$ cat src/hdl/obsf_pkg.sv
// ----------------------------------------------------------------------------
// Order book sweep fill package
// Shared field widths, stream packing widths, function codes and the
// command and status bundles between the controller and the datapath.
// ----------------------------------------------------------------------------
package obsf_pkg;

   // Default number of price levels kept on each side of the book.
   localparam int BOOK_LEVELS_DEF = 16;

   // Field widths.
   localparam int FUNC_W  = 2;
   localparam int INDEX_W = 5;
   localparam int PRICE_W = 32;
   localparam int QTY_W   = 31;
   localparam int ID_W    = 32;
   localparam int SYM_W   = 16;
   localparam int FQTY_W  = 32;
   localparam int TIME_W  = 64;

   // Stream widths, padded to whole bytes.
   localparam int REQ_DATA_W = 280;
   localparam int REQ_USER_W = 2;
   localparam int RSP_DATA_W = 176;
   localparam int RSP_USER_W = 1;

   // Input item function codes.
   typedef enum logic [FUNC_W-1:0] {
      FUNC_WRITE = 2'd0,
      FUNC_DEPTH = 2'd1,
      FUNC_EXEC  = 2'd2,
      FUNC_NONE  = 2'd3
   } func_type;

   // Commands from the controller to the datapath.
   typedef struct packed {
      logic write_level;
      logic set_depth;
      logic load_order;
      logic advance;
      logic push_hold;
      logic flush;
   } dp_cmd_type;

   // Status from the datapath to the controller.
   typedef struct packed {
      logic walk_end;
      logic level_fill;
      logic level_final;
      logic hold_valid;
      logic out_free;
   } dp_status_type;

endpackage

$ cat src/hdl/obsf_ram.sv
// ----------------------------------------------------------------------------
// Generic simple dual-port RAM
// One write port and one read port with a registered read data output.
// ----------------------------------------------------------------------------
module obsf_ram #(
   parameter int WIDTH = 8,
   parameter int DEPTH = 16
) (
   input  logic                                   clock,
   input  logic                                   wr_en,
   input  logic [((DEPTH > 1) ? $clog2(DEPTH) : 1)-1:0] wr_addr,
   input  logic [WIDTH-1:0]                       wr_data,
   input  logic                                   rd_en,
   input  logic [((DEPTH > 1) ? $clog2(DEPTH) : 1)-1:0] rd_addr,
   output logic [WIDTH-1:0]                       rd_data
);

   logic [WIDTH-1:0] mem_ff [DEPTH];
   logic [WIDTH-1:0] rd_data_ff;

   // Write port and registered read port.
   always_ff @(posedge clock) begin
      if (wr_en) begin
         mem_ff[wr_addr] <= wr_data;
      end
      if (rd_en) begin
         rd_data_ff <= mem_ff[rd_addr];
      end
   end

   assign rd_data = rd_data_ff;

endmodule

$ cat src/hdl/obsf_datapath.sv
// ----------------------------------------------------------------------------
// Order book sweep fill datapath
// Holds the book memory, side depths, the latched order, the walk position,
// the pending fill and the result output register.
// ----------------------------------------------------------------------------
module obsf_datapath #(
   parameter int BOOK_LEVELS = obsf_pkg::BOOK_LEVELS_DEF
) (
   input  logic                            clock,
   input  logic                            reset,
   input  obsf_pkg::dp_cmd_type            cmd,
   output obsf_pkg::dp_status_type         st,
   input  logic                            req_side,
   input  logic [obsf_pkg::INDEX_W-1:0]    req_level_index,
   input  logic [obsf_pkg::PRICE_W-1:0]    req_level_price,
   input  logic [obsf_pkg::QTY_W-1:0]      req_level_qty,
   input  logic [obsf_pkg::ID_W-1:0]       req_ord_num,
   input  logic [obsf_pkg::SYM_W-1:0]      req_symbol_id,
   input  logic [obsf_pkg::QTY_W-1:0]      req_order_qty,
   input  logic                            req_is_limit,
   input  logic [obsf_pkg::PRICE_W-1:0]    req_lim_price,
   input  logic [obsf_pkg::PRICE_W-1:0]    req_ref_price,
   input  logic [obsf_pkg::TIME_W-1:0]     req_time_stamp,
   input  logic                            rsp_tready,
   output logic                            rsp_tvalid,
   output logic                            rsp_fill_valid,
   output logic [obsf_pkg::ID_W-1:0]       rsp_fill_ord_num,
   output logic [obsf_pkg::SYM_W-1:0]      rsp_fill_symbol,
   output logic signed [obsf_pkg::FQTY_W-1:0] rsp_fill_qty,
   output logic [obsf_pkg::PRICE_W-1:0]    rsp_fill_price,
   output logic [obsf_pkg::TIME_W-1:0]     rsp_fill_time,
   output logic                            rsp_last
);

   localparam int LVL_AW    = (BOOK_LEVELS > 1) ? $clog2(BOOK_LEVELS) : 1;
   localparam int DEPTH_W   = $clog2(BOOK_LEVELS + 1);
   localparam int RAM_AW    = LVL_AW + 1;
   localparam int RAM_DEPTH = 2 ** RAM_AW;
   localparam int RAM_W     = obsf_pkg::PRICE_W + obsf_pkg::QTY_W;

   // Book memory signals.
   logic              wr_en;
   logic [RAM_AW-1:0] wr_addr;
   logic              rd_en;
   logic [RAM_AW-1:0] rd_addr;
   logic [RAM_W-1:0]  rd_data;

   // Side depths.
   logic [DEPTH_W-1:0] ask_depth_ff;
   logic [DEPTH_W-1:0] bid_depth_ff;
   logic [DEPTH_W-1:0] depth_in;
   logic [DEPTH_W-1:0] cur_depth;

   // Latched order.
   logic                         side_ff;
   logic                         limit_ff;
   logic [obsf_pkg::PRICE_W-1:0] lim_ff;
   logic [obsf_pkg::PRICE_W-1:0] refp_ff;
   logic [obsf_pkg::ID_W-1:0]    oid_ff;
   logic [obsf_pkg::SYM_W-1:0]   sym_ff;
   logic [obsf_pkg::TIME_W-1:0]  ts_ff;
   logic [obsf_pkg::QTY_W-1:0]   rem_ff;
   logic [DEPTH_W-1:0]           pos_ff;
   logic [DEPTH_W-1:0]           pos_in;

   // Current level evaluation.
   logic [obsf_pkg::PRICE_W-1:0] lvl_price;
   logic [obsf_pkg::QTY_W-1:0]   lvl_qty;
   logic                         past_limit;
   logic [obsf_pkg::QTY_W-1:0]   take;
   logic [obsf_pkg::FQTY_W-1:0]  take_ext;
   logic [obsf_pkg::FQTY_W-1:0]  fill_qty;
   logic [obsf_pkg::PRICE_W-1:0] fill_price;

   // Pending fill, held until the next fill or the end of the walk.
   logic                         hold_valid_ff;
   logic                         hold_valid_in;
   logic [obsf_pkg::FQTY_W-1:0]  hold_qty_ff;
   logic [obsf_pkg::PRICE_W-1:0] hold_price_ff;

   // Output register.
   logic                         out_valid_ff;
   logic                         out_valid_in;
   logic                         out_fill_valid_ff;
   logic                         out_last_ff;
   logic [obsf_pkg::ID_W-1:0]    out_oid_ff;
   logic [obsf_pkg::SYM_W-1:0]   out_sym_ff;
   logic [obsf_pkg::FQTY_W-1:0]  out_qty_ff;
   logic [obsf_pkg::PRICE_W-1:0] out_price_ff;
   logic [obsf_pkg::TIME_W-1:0]  out_time_ff;

   // Level writes land only inside the book; side sits in the top address bit.
   assign wr_en   = cmd.write_level &&
                    (32'(req_level_index) < 32'(BOOK_LEVELS));
   assign wr_addr = {req_side, LVL_AW'(req_level_index)};

   // The first level is read as the order is taken, the next one on each step.
   assign pos_in  = pos_ff + DEPTH_W'(1);
   assign rd_en   = cmd.load_order || cmd.advance;
   assign rd_addr = cmd.load_order ? {req_side, LVL_AW'(0)}
                                   : {side_ff, pos_in[LVL_AW-1:0]};

   obsf_ram #(
      .WIDTH (RAM_W),
      .DEPTH (RAM_DEPTH)
   ) u_book (
      .clock   (clock),
      .wr_en   (wr_en),
      .wr_addr (wr_addr),
      .wr_data ({req_level_price, req_level_qty}),
      .rd_en   (rd_en),
      .rd_addr (rd_addr),
      .rd_data (rd_data)
   );

   // Depth writes saturate at the book size.
   assign depth_in = (32'(req_level_index) > 32'(BOOK_LEVELS)) ? DEPTH_W'(BOOK_LEVELS)
                                                             : DEPTH_W'(req_level_index);

   always_ff @(posedge clock) begin
      if (reset) begin
         ask_depth_ff <= '0;
         bid_depth_ff <= '0;
      end else if (cmd.set_depth) begin
         if (req_side) begin
            bid_depth_ff <= depth_in;
         end else begin
            ask_depth_ff <= depth_in;
         end
      end
   end

   // Level evaluation: limit check, fill size, sign and price.
   assign lvl_price  = rd_data[RAM_W-1:obsf_pkg::QTY_W];
   assign lvl_qty    = rd_data[obsf_pkg::QTY_W-1:0];
   assign cur_depth  = side_ff ? bid_depth_ff : ask_depth_ff;
   assign past_limit = side_ff ? (lvl_price < lim_ff) : (lvl_price > lim_ff);
   assign take       = (lvl_qty < rem_ff) ? lvl_qty : rem_ff;
   assign take_ext   = {1'b0, take};
   assign fill_qty   = side_ff ? (obsf_pkg::FQTY_W'(0) - take_ext) : take_ext;
   assign fill_price = (lvl_price != '0) ? lvl_price : refp_ff;

   assign st.walk_end    = (pos_ff >= cur_depth) || (rem_ff == '0) ||
                           (limit_ff && past_limit);
   assign st.level_fill  = (lvl_qty != '0);
   assign st.level_final = (lvl_qty >= rem_ff);
   assign st.hold_valid  = hold_valid_ff;
   assign st.out_free    = !out_valid_ff || rsp_tready;

   // Order latch and walk state.
   always_ff @(posedge clock) begin
      if (cmd.load_order) begin
         side_ff  <= req_side;
         limit_ff <= req_is_limit;
         lim_ff   <= req_lim_price;
         refp_ff  <= req_ref_price;
         oid_ff   <= req_ord_num;
         sym_ff   <= req_symbol_id;
         ts_ff    <= req_time_stamp;
         rem_ff   <= req_order_qty;
         pos_ff   <= '0;
      end else if (cmd.advance) begin
         pos_ff <= pos_in;
         if (st.level_fill) begin
            rem_ff <= rem_ff - take;
         end
      end
   end

   // Pending fill register.
   always_comb begin
      hold_valid_in = hold_valid_ff;
      if (cmd.advance && st.level_fill) begin
         hold_valid_in = 1'b1;
      end else if (cmd.flush) begin
         hold_valid_in = 1'b0;
      end
   end

   always_ff @(posedge clock) begin
      if (reset) begin
         hold_valid_ff <= 1'b0;
      end else begin
         hold_valid_ff <= hold_valid_in;
      end
   end

   always_ff @(posedge clock) begin
      if (cmd.advance && st.level_fill) begin
         hold_qty_ff   <= fill_qty;
         hold_price_ff <= fill_price;
      end
   end

   // Output register: a pushed fill is never the last, a flush always is.
   always_comb begin
      out_valid_in = out_valid_ff;
      if (cmd.push_hold || cmd.flush) begin
         out_valid_in = 1'b1;
      end else if (rsp_tready) begin
         out_valid_in = 1'b0;
      end
   end

   always_ff @(posedge clock) begin
      if (reset) begin
         out_valid_ff <= 1'b0;
      end else begin
         out_valid_ff <= out_valid_in;
      end
   end

   always_ff @(posedge clock) begin
      if (cmd.push_hold || cmd.flush) begin
         out_oid_ff  <= oid_ff;
         out_sym_ff  <= sym_ff;
         out_time_ff <= ts_ff;
         out_last_ff <= cmd.flush;
         if (cmd.push_hold || hold_valid_ff) begin
            out_fill_valid_ff <= 1'b1;
            out_qty_ff        <= hold_qty_ff;
            out_price_ff      <= hold_price_ff;
         end else begin
            out_fill_valid_ff <= 1'b0;
            out_qty_ff        <= '0;
            out_price_ff      <= '0;
         end
      end
   end

   assign rsp_tvalid        = out_valid_ff;
   assign rsp_fill_valid    = out_fill_valid_ff;
   assign rsp_fill_ord_num  = out_oid_ff;
   assign rsp_fill_symbol   = out_sym_ff;
   assign rsp_fill_qty      = out_qty_ff;
   assign rsp_fill_price    = out_price_ff;
   assign rsp_fill_time     = out_time_ff;
   assign rsp_last          = out_last_ff;

   // A no-fill marker always closes its execute.
   a_marker_last : assert property (@(posedge clock) disable iff (reset)
      out_valid_ff && !out_fill_valid_ff |-> out_last_ff)
      else $error("no-fill result without last");

   // A real fill always moves some lots.
   a_fill_nonzero : assert property (@(posedge clock) disable iff (reset)
      out_valid_ff && out_fill_valid_ff |-> (out_qty_ff != '0))
      else $error("fill with zero quantity");

   // A push may only happen into a free output register.
   a_push_free : assert property (@(posedge clock) disable iff (reset)
      (cmd.push_hold || cmd.flush) |-> (!out_valid_ff || rsp_tready))
      else $error("result overwritten before it was taken");

endmodule

$ cat src/hdl/obsf_ctrl.sv
// ----------------------------------------------------------------------------
// Order book sweep fill controller
// Decodes input items and sequences the level walk of an execute, stalling
// on the result channel whenever a result cannot be handed over.
// ----------------------------------------------------------------------------
module obsf_ctrl (
   input  logic                    clock,
   input  logic                    reset,
   input  logic                    req_tvalid,
   output logic                    req_tready,
   input  obsf_pkg::func_type      req_func,
   input  obsf_pkg::dp_status_type st,
   output obsf_pkg::dp_cmd_type    cmd
);

   typedef enum logic [2:0] {
      ST_IDLE  = 3'b001,
      ST_WALK  = 3'b010,
      ST_FLUSH = 3'b100
   } state_type;

   state_type state_ff;
   state_type state_in;

   // Next state and command decode.
   always_comb begin
      state_in   = state_ff;
      cmd        = '0;
      req_tready = (state_ff == ST_IDLE);
      case (state_ff)
         ST_IDLE: begin
            if (req_tvalid) begin
               case (req_func)
                  obsf_pkg::FUNC_WRITE: begin
                     cmd.write_level = 1'b1;
                  end
                  obsf_pkg::FUNC_DEPTH: begin
                     cmd.set_depth = 1'b1;
                  end
                  obsf_pkg::FUNC_EXEC: begin
                     cmd.load_order = 1'b1;
                     state_in       = ST_WALK;
                  end
                  default: begin
                  end
               endcase
            end
         end
         ST_WALK: begin
            if (st.walk_end) begin
               state_in = ST_FLUSH;
            end else if (!st.level_fill) begin
               // Empty level: step over it.
               cmd.advance = 1'b1;
            end else if (!st.hold_valid || st.out_free) begin
               cmd.advance   = 1'b1;
               cmd.push_hold = st.hold_valid;
               if (st.level_final) begin
                  state_in = ST_FLUSH;
               end
            end
         end
         ST_FLUSH: begin
            if (st.out_free) begin
               cmd.flush = 1'b1;
               state_in  = ST_IDLE;
            end
         end
         default: begin
            state_in = ST_IDLE;
         end
      endcase
   end

   always_ff @(posedge clock) begin
      if (reset) begin
         state_ff <= ST_IDLE;
      end else begin
         state_ff <= state_in;
      end
   end

   // No fill is left pending once the block takes new items.
   a_idle_no_hold : assert property (@(posedge clock) disable iff (reset)
      (state_ff == ST_IDLE) |-> !st.hold_valid)
      else $error("pending fill left behind in idle");

   // A fill that completes the order ends the walk.
   a_final_flush : assert property (@(posedge clock) disable iff (reset)
      cmd.advance && st.level_fill && st.level_final |=> (state_ff == ST_FLUSH))
      else $error("walk continued after the order was filled");

endmodule

$ cat src/hdl/order_book_sweep_fill.sv
// ----------------------------------------------------------------------------
// Order book sweep fill
// Price-level order book with a sweeping fill engine. Level-write and
// depth-set items build the ask and bid books; an execute item walks the
// opposite side best first and emits one fill per level it trades against.
//
//   Channel  Direction  Beat contents
//   req_     in         tuser: func; tdata: book write or order fields
//   rsp_     out        tuser: fill_valid; tdata: fill fields; tlast: last
//
// Write, depth-set and unused items are taken back to back while idle. An execute
// latches the order and reads level 0, steps through the levels (at most
// BOOK_LEVELS), sees the walk end and loads the last beat; a level that completes
// the order skips the walk-end step. No new item is taken until the last beat is loaded.
// Reset is synchronous and clears the side depths and all handshake state.
// A stalled result channel holds the walk at the next filled level.
// ----------------------------------------------------------------------------
module order_book_sweep_fill #(
   parameter int BOOK_LEVELS = obsf_pkg::BOOK_LEVELS_DEF
) (
   input  logic                              clock,
   input  logic                              reset,
   input  logic                              req_tvalid,
   output logic                              req_tready,
   // side, level_index, level_price, level_qty, order number, symbol_id,
   // order_qty, is_limit, limit price, reference price, time_stamp, zero pad
   input  logic [obsf_pkg::REQ_DATA_W-1:0]   req_tdata,
   // func
   input  logic [obsf_pkg::REQ_USER_W-1:0]   req_tuser,
   output logic                              rsp_tvalid,
   input  logic                              rsp_tready,
   // fill order number, fill_symbol, fill_qty, fill_price, fill_time
   output logic [obsf_pkg::RSP_DATA_W-1:0]   rsp_tdata,
   // fill_valid
   output logic [obsf_pkg::RSP_USER_W-1:0]   rsp_tuser,
   output logic                              rsp_tlast
);

   obsf_pkg::dp_cmd_type    cmd;
   obsf_pkg::dp_status_type st;

   logic                              fill_valid;
   logic [obsf_pkg::ID_W-1:0]         fill_ord_num;
   logic [obsf_pkg::SYM_W-1:0]        fill_symbol;
   logic signed [obsf_pkg::FQTY_W-1:0] fill_qty;
   logic [obsf_pkg::PRICE_W-1:0]      fill_price;
   logic [obsf_pkg::TIME_W-1:0]       fill_time;

   // Sequencer.
   obsf_ctrl u_ctrl (
      .clock      (clock),
      .reset      (reset),
      .req_tvalid (req_tvalid),
      .req_tready (req_tready),
      .req_func   (obsf_pkg::func_type'(req_tuser[1:0])),
      .st         (st),
      .cmd        (cmd)
   );

   // Book, order and result registers.
   obsf_datapath #(
      .BOOK_LEVELS (BOOK_LEVELS)
   ) u_datapath (
      .clock               (clock),
      .reset               (reset),
      .cmd                 (cmd),
      .st                  (st),
      .req_side            (req_tdata[0]),
      .req_level_index     (req_tdata[5:1]),
      .req_level_price     (req_tdata[37:6]),
      .req_level_qty       (req_tdata[68:38]),
      .req_ord_num         (req_tdata[100:69]),
      .req_symbol_id       (req_tdata[116:101]),
      .req_order_qty       (req_tdata[147:117]),
      .req_is_limit        (req_tdata[148]),
      .req_lim_price       (req_tdata[180:149]),
      .req_ref_price       (req_tdata[212:181]),
      .req_time_stamp      (req_tdata[276:213]),
      .rsp_tready          (rsp_tready),
      .rsp_tvalid          (rsp_tvalid),
      .rsp_fill_valid      (fill_valid),
      .rsp_fill_ord_num    (fill_ord_num),
      .rsp_fill_symbol     (fill_symbol),
      .rsp_fill_qty        (fill_qty),
      .rsp_fill_price      (fill_price),
      .rsp_fill_time       (fill_time),
      .rsp_last            (rsp_tlast)
   );

   // Result beat packing, first field in the lowest bits.
   assign rsp_tdata = {fill_time, fill_price, fill_qty, fill_symbol, fill_ord_num};
   assign rsp_tuser = fill_valid;

endmodule

$ cat config.mk
export PLATFORM = sky130hd
export DESIGN_NAME = order_book_sweep_fill
export DESIGN_NICKNAME = d
export VERILOG_FILES = /design/src/hdl/obsf_pkg.sv /design/src/hdl/obsf_ram.sv /design/src/hdl/obsf_datapath.sv /design/src/hdl/obsf_ctrl.sv /design/src/hdl/order_book_sweep_fill.sv
export SDC_FILE = /design/constraint.sdc
export NUM_CORES = 2
export LEC_CHECK = 0
export ABC_AREA = 0
export BUFFER_PORTS_ARGS = -buffer_cell sky130_fd_sc_hd__buf_2
export CORE_ASPECT_RATIO = 1.4
export CORE_MARGIN = 1.5
export CORE_UTILIZATION = 66
export CTS_BUF_LIST = sky130_fd_sc_hd__clkbuf_16
export DETAILED_ROUTE_END_ITERATION = 10
export PLACE_DENSITY = 0.85
export SLEW_MARGIN = 25
export SYNTH_ARGS = -nofsm -noshare
export SYNTH_HDL_FRONTEND = slang
export SYNTH_HIERARCHICAL = 1
export SYNTH_SLANG_ARGS = --single-unit
export TNS_END_PERCENT = 10
$ cat constraint.sdc
create_clock -name clock -period 22 [get_ports clock]
set_clock_uncertainty 0.15 [all_clocks]
set_input_delay 5.5 -clock clock [delete_from_list [all_inputs] [get_ports clock]]
set_output_delay 5.5 -clock clock [all_outputs]
set_load 0.05 [all_outputs]
==> out/qor.csv <==
stage,metric,value,unit
logic_synthesis,synth-edff-count,2530,
setup_path,path_buf_inv,6,
cts,htreeDepth,4,
cts,clk_pin_slew_worst_paths,0.07,ns
setup_path,cp_slowest_stage_delay,0.89,ns
logic_synthesis,yosysSeqAreaShare,76.7,%
cts,post_cts_buffers,0,
cts,cts_made_buffers,210,
die,rows,168,
timing,worst_slack,11.44,ns
logic_synthesis,synth_cells,4690,
logic_synthesis,ys.flop_type,edfxtp_1,
timing,finalCritPeriodShare,48.0,%
cts,clk_latency,0.89,ns
logic_synthesis,synth_warnings,6,
logic_synthesis,synth-seq-cells,2550,
cts,holdBufCountCts,0,
global_routing,gr-total-overflow,0,
setup_path,path_cells,buf_2 > and3b_1 > nand2_1 > inv_8 > nor2_4 > buf_4 > buf_4 > buf_12 > buf_4 > mux4_2 > mux4_2 > mux2_2,
setup_path,worstSetupStartpointType,input port,
die,initial_utilization,66.5,%
cells_and_area,drive_gt1_share,29.8,%
timing,finalSetupViolations,0,
logic_synthesis,netlist-cell-type-count,82,
detailed_routing,wl,301,mm
setup_path,arrival,11.05,ns
cells_and_area,final_area,112000,um2
timing,worst_hold_slack,0.257,ns
power,powerDensity,86.0,nW/um2
global_routing,grt_start_max_net_pins,136,
placement,preCtsSetupSlack,10.87,ns
timing,finalSetupTns,0,ns
timing,period_minus_slack,10.56,ns
die,io_pins,466,
setup_path,cp_slowest_cell,buf_4,
global_routing,grt_antenna_before_repair,37,
logic_synthesis,async_flop_share,0,%
setup_path,crit_family,buffers and inverters,
timing,rsz0062_at_grt,no,
timing,relSlewSlack,23.8,%
power,p_leak,36.7,nW
detailed_routing,dr.first_iter.drc_count,9567,
timing,drv_slew,0,
power,ir_drop,0.0918,mV
detailed_routing,wl_per_cell,40.6,um
die,fp.dieW,331,um
cells_and_area,syn_to_final_growth,12.1,%
cts,clkSinkCount,2550,
placement,dp_hpwl,151,mm
cells_and_area,nets,5623,
cts,cts_resized,0,
placement,place_congestion,0.938,
timing,worst_pin_slew,1.14,ns
global_routing,grt_pass1_vias,55900,
detailed_routing,drc_errors,0,
global_routing,grt_pass1_wl,418,mm
setup_path,required,22.49,ns
setup_path,cpMostUsedCell,buf_4,
timing,finalHoldViolations,0,
logic_synthesis,syn_area,99600,um2
die,die_area,153000,um2
die,fp.dieH,463,um
hold_path,hold_class,flip-flop to flip-flop,
power,power,9.60,mW
cells_and_area,num-fill-cells,7309,
detailed_routing,viasPerCell,7.43,
run_status,status,"complete, no violations",
logic_synthesis,avgSynthCellArea,21.2,um2
die,core,150000,um2
global_routing,gr-usage-all-layers,39.3,%
cts,cts_tree,done,
cts,cts-root-buf,clkbuf_16,
detailed_routing,ant_nets,0,
logic_synthesis,syn_nets,5059,
placement,place_area,105000,um2
job,max_cap_violations,0,
setup_path,worstSetupEndpointType,flip-flop,
detailed_routing,vias,55100,
setup_path,worst-setup-path-type,input port to flip-flop,
setup_path,cp_max_fo,135,
detailed_routing,firstDrtPassIters,7,
placement,port_buffers,462,
cts,cts_buffer_depth,3,
timing,fmax,0.0947,GHz
## final timing paths
check | from | end | slack, ns | cells past startpoint
min | u_datapath/sym_ff[12] | u_datapath/rsp_fill_symbol[12] | 0.26 | 0
max | req_tvalid | u_datapath/u_book/rd_data[27] | 11.44 | 12
min reg2reg | u_datapath/sym_ff[12] | u_datapath/rsp_fill_symbol[12] | 0.26 | 0
max reg2reg | u_datapath/u_book/rd_data[61] | u_datapath/rsp_fill_price[12] | 14.53 | 14
## area by class of cell
type                            count  area, um2  area share, %
Sequential cell                  2550      76400           68.4
Antenna cell                       26       65.1         0.0583
Inverter                           97        377          0.337
Timing Repair Buffer              572       3340           3.00
Clock buffer                      211       5280           4.73
Multi-Input combinational cell   1823      22200           19.8
Clock inverter                    179       1620           1.45
Tap cell                         1955       2450           2.19
## cell usage after synthesis (all sizes together), types with 5 or more instances
library cell	count	area, um2
o211ai	11	82.6
o21ai	91	459
mux2	76	856
and3	8	50.1
nor3	32	165
xnor2	46	403
dfxtp	20	400
o22ai	14	93.8
and2	11	68.8
nor4	19	119
a221oi	13	114
nand3	28	140
buf	106	556
nor2b	93	582
nor2	146	548
mux2i	51	510
edfxtp	2530	76000
or3	6	43.8
maj3	12	120
mux4	591	13300
inv	95	357
ha	82	1030
nand3b	8	60.1
nor3b	7	63.8
xor2	28	245
nand2	110	413
a21o	51	383
clkbuf	114	428
o41ai	8	70.1
o21a	11	82.6
or4	9	75.1
or2	5	31.3
nand2b	12	75.1
a31oi	19	119
a21boi	5	37.5
a31o	5	43.8
o31a	6	52.6
nand4	23	144
a211oi	13	97.6
o31ai	14	105
a22oi	5	37.5
a21oi	100	500
## metrics by stage
stage	cells	utilization [%]
2_1_floorplan	4690	-
6_report	7413	74.6
3_5_place_dp	6991	69.9
5_1_grt	7401	74.6
4_1_cts	7381	74.5
3_3_place_gp	6987	69.8
## flip-flops by register name (all words and copies together) (netlist names), 63 cells and up
register,cells
u_datapath/u_book/mem_ff,2016
u_datapath/ts_ff,64
u_datapath/rsp_fill_time,64
u_datapath/u_book/rd_data,63
## power breakdown
group	switching, mW	internal [mW]	total, mW
sequential	0.0204	5.36	5.38
clock	1.82	2.04	3.86
combinational	0.228	0.129	0.357
total	2.07	7.53	9.60
## kinds of logic (layout without fill, tap and decap cells)
logic type	count (synthesis)	count (layout)	synth area share, %
compound gates	399	399	2.59
flops	2550	2550	76.7
xor+xnor	74	74	0.651
simple gates	537	537	2.79
buf+inv	317	1059	1.35
mux	718	718	14.7
fa+ha+maj	95	95	1.17
other cells	0	26	0
## cell usage in the layout, fill, tap and decap left out, drive strengths merged, types with 93 or more instances in the layout
cell,n
clkbuf,211
inv,146
nand2,110
edfxtp,2530
nor2b,93
buf,572
a21oi,100
mux4,591
clkinv,98
nor2,146
## routing by layer
layer  vias to the layer above  wire length (um)  track usage [%]
met4                        32             24800             28.4
met1                     27300             87500             46.6
met3                      1406             42600             10.1
met2                      5822            146000             63.2
li1                      20600                 -                -
met5                         -               194                0
Power figures use the tool's default switching activity.
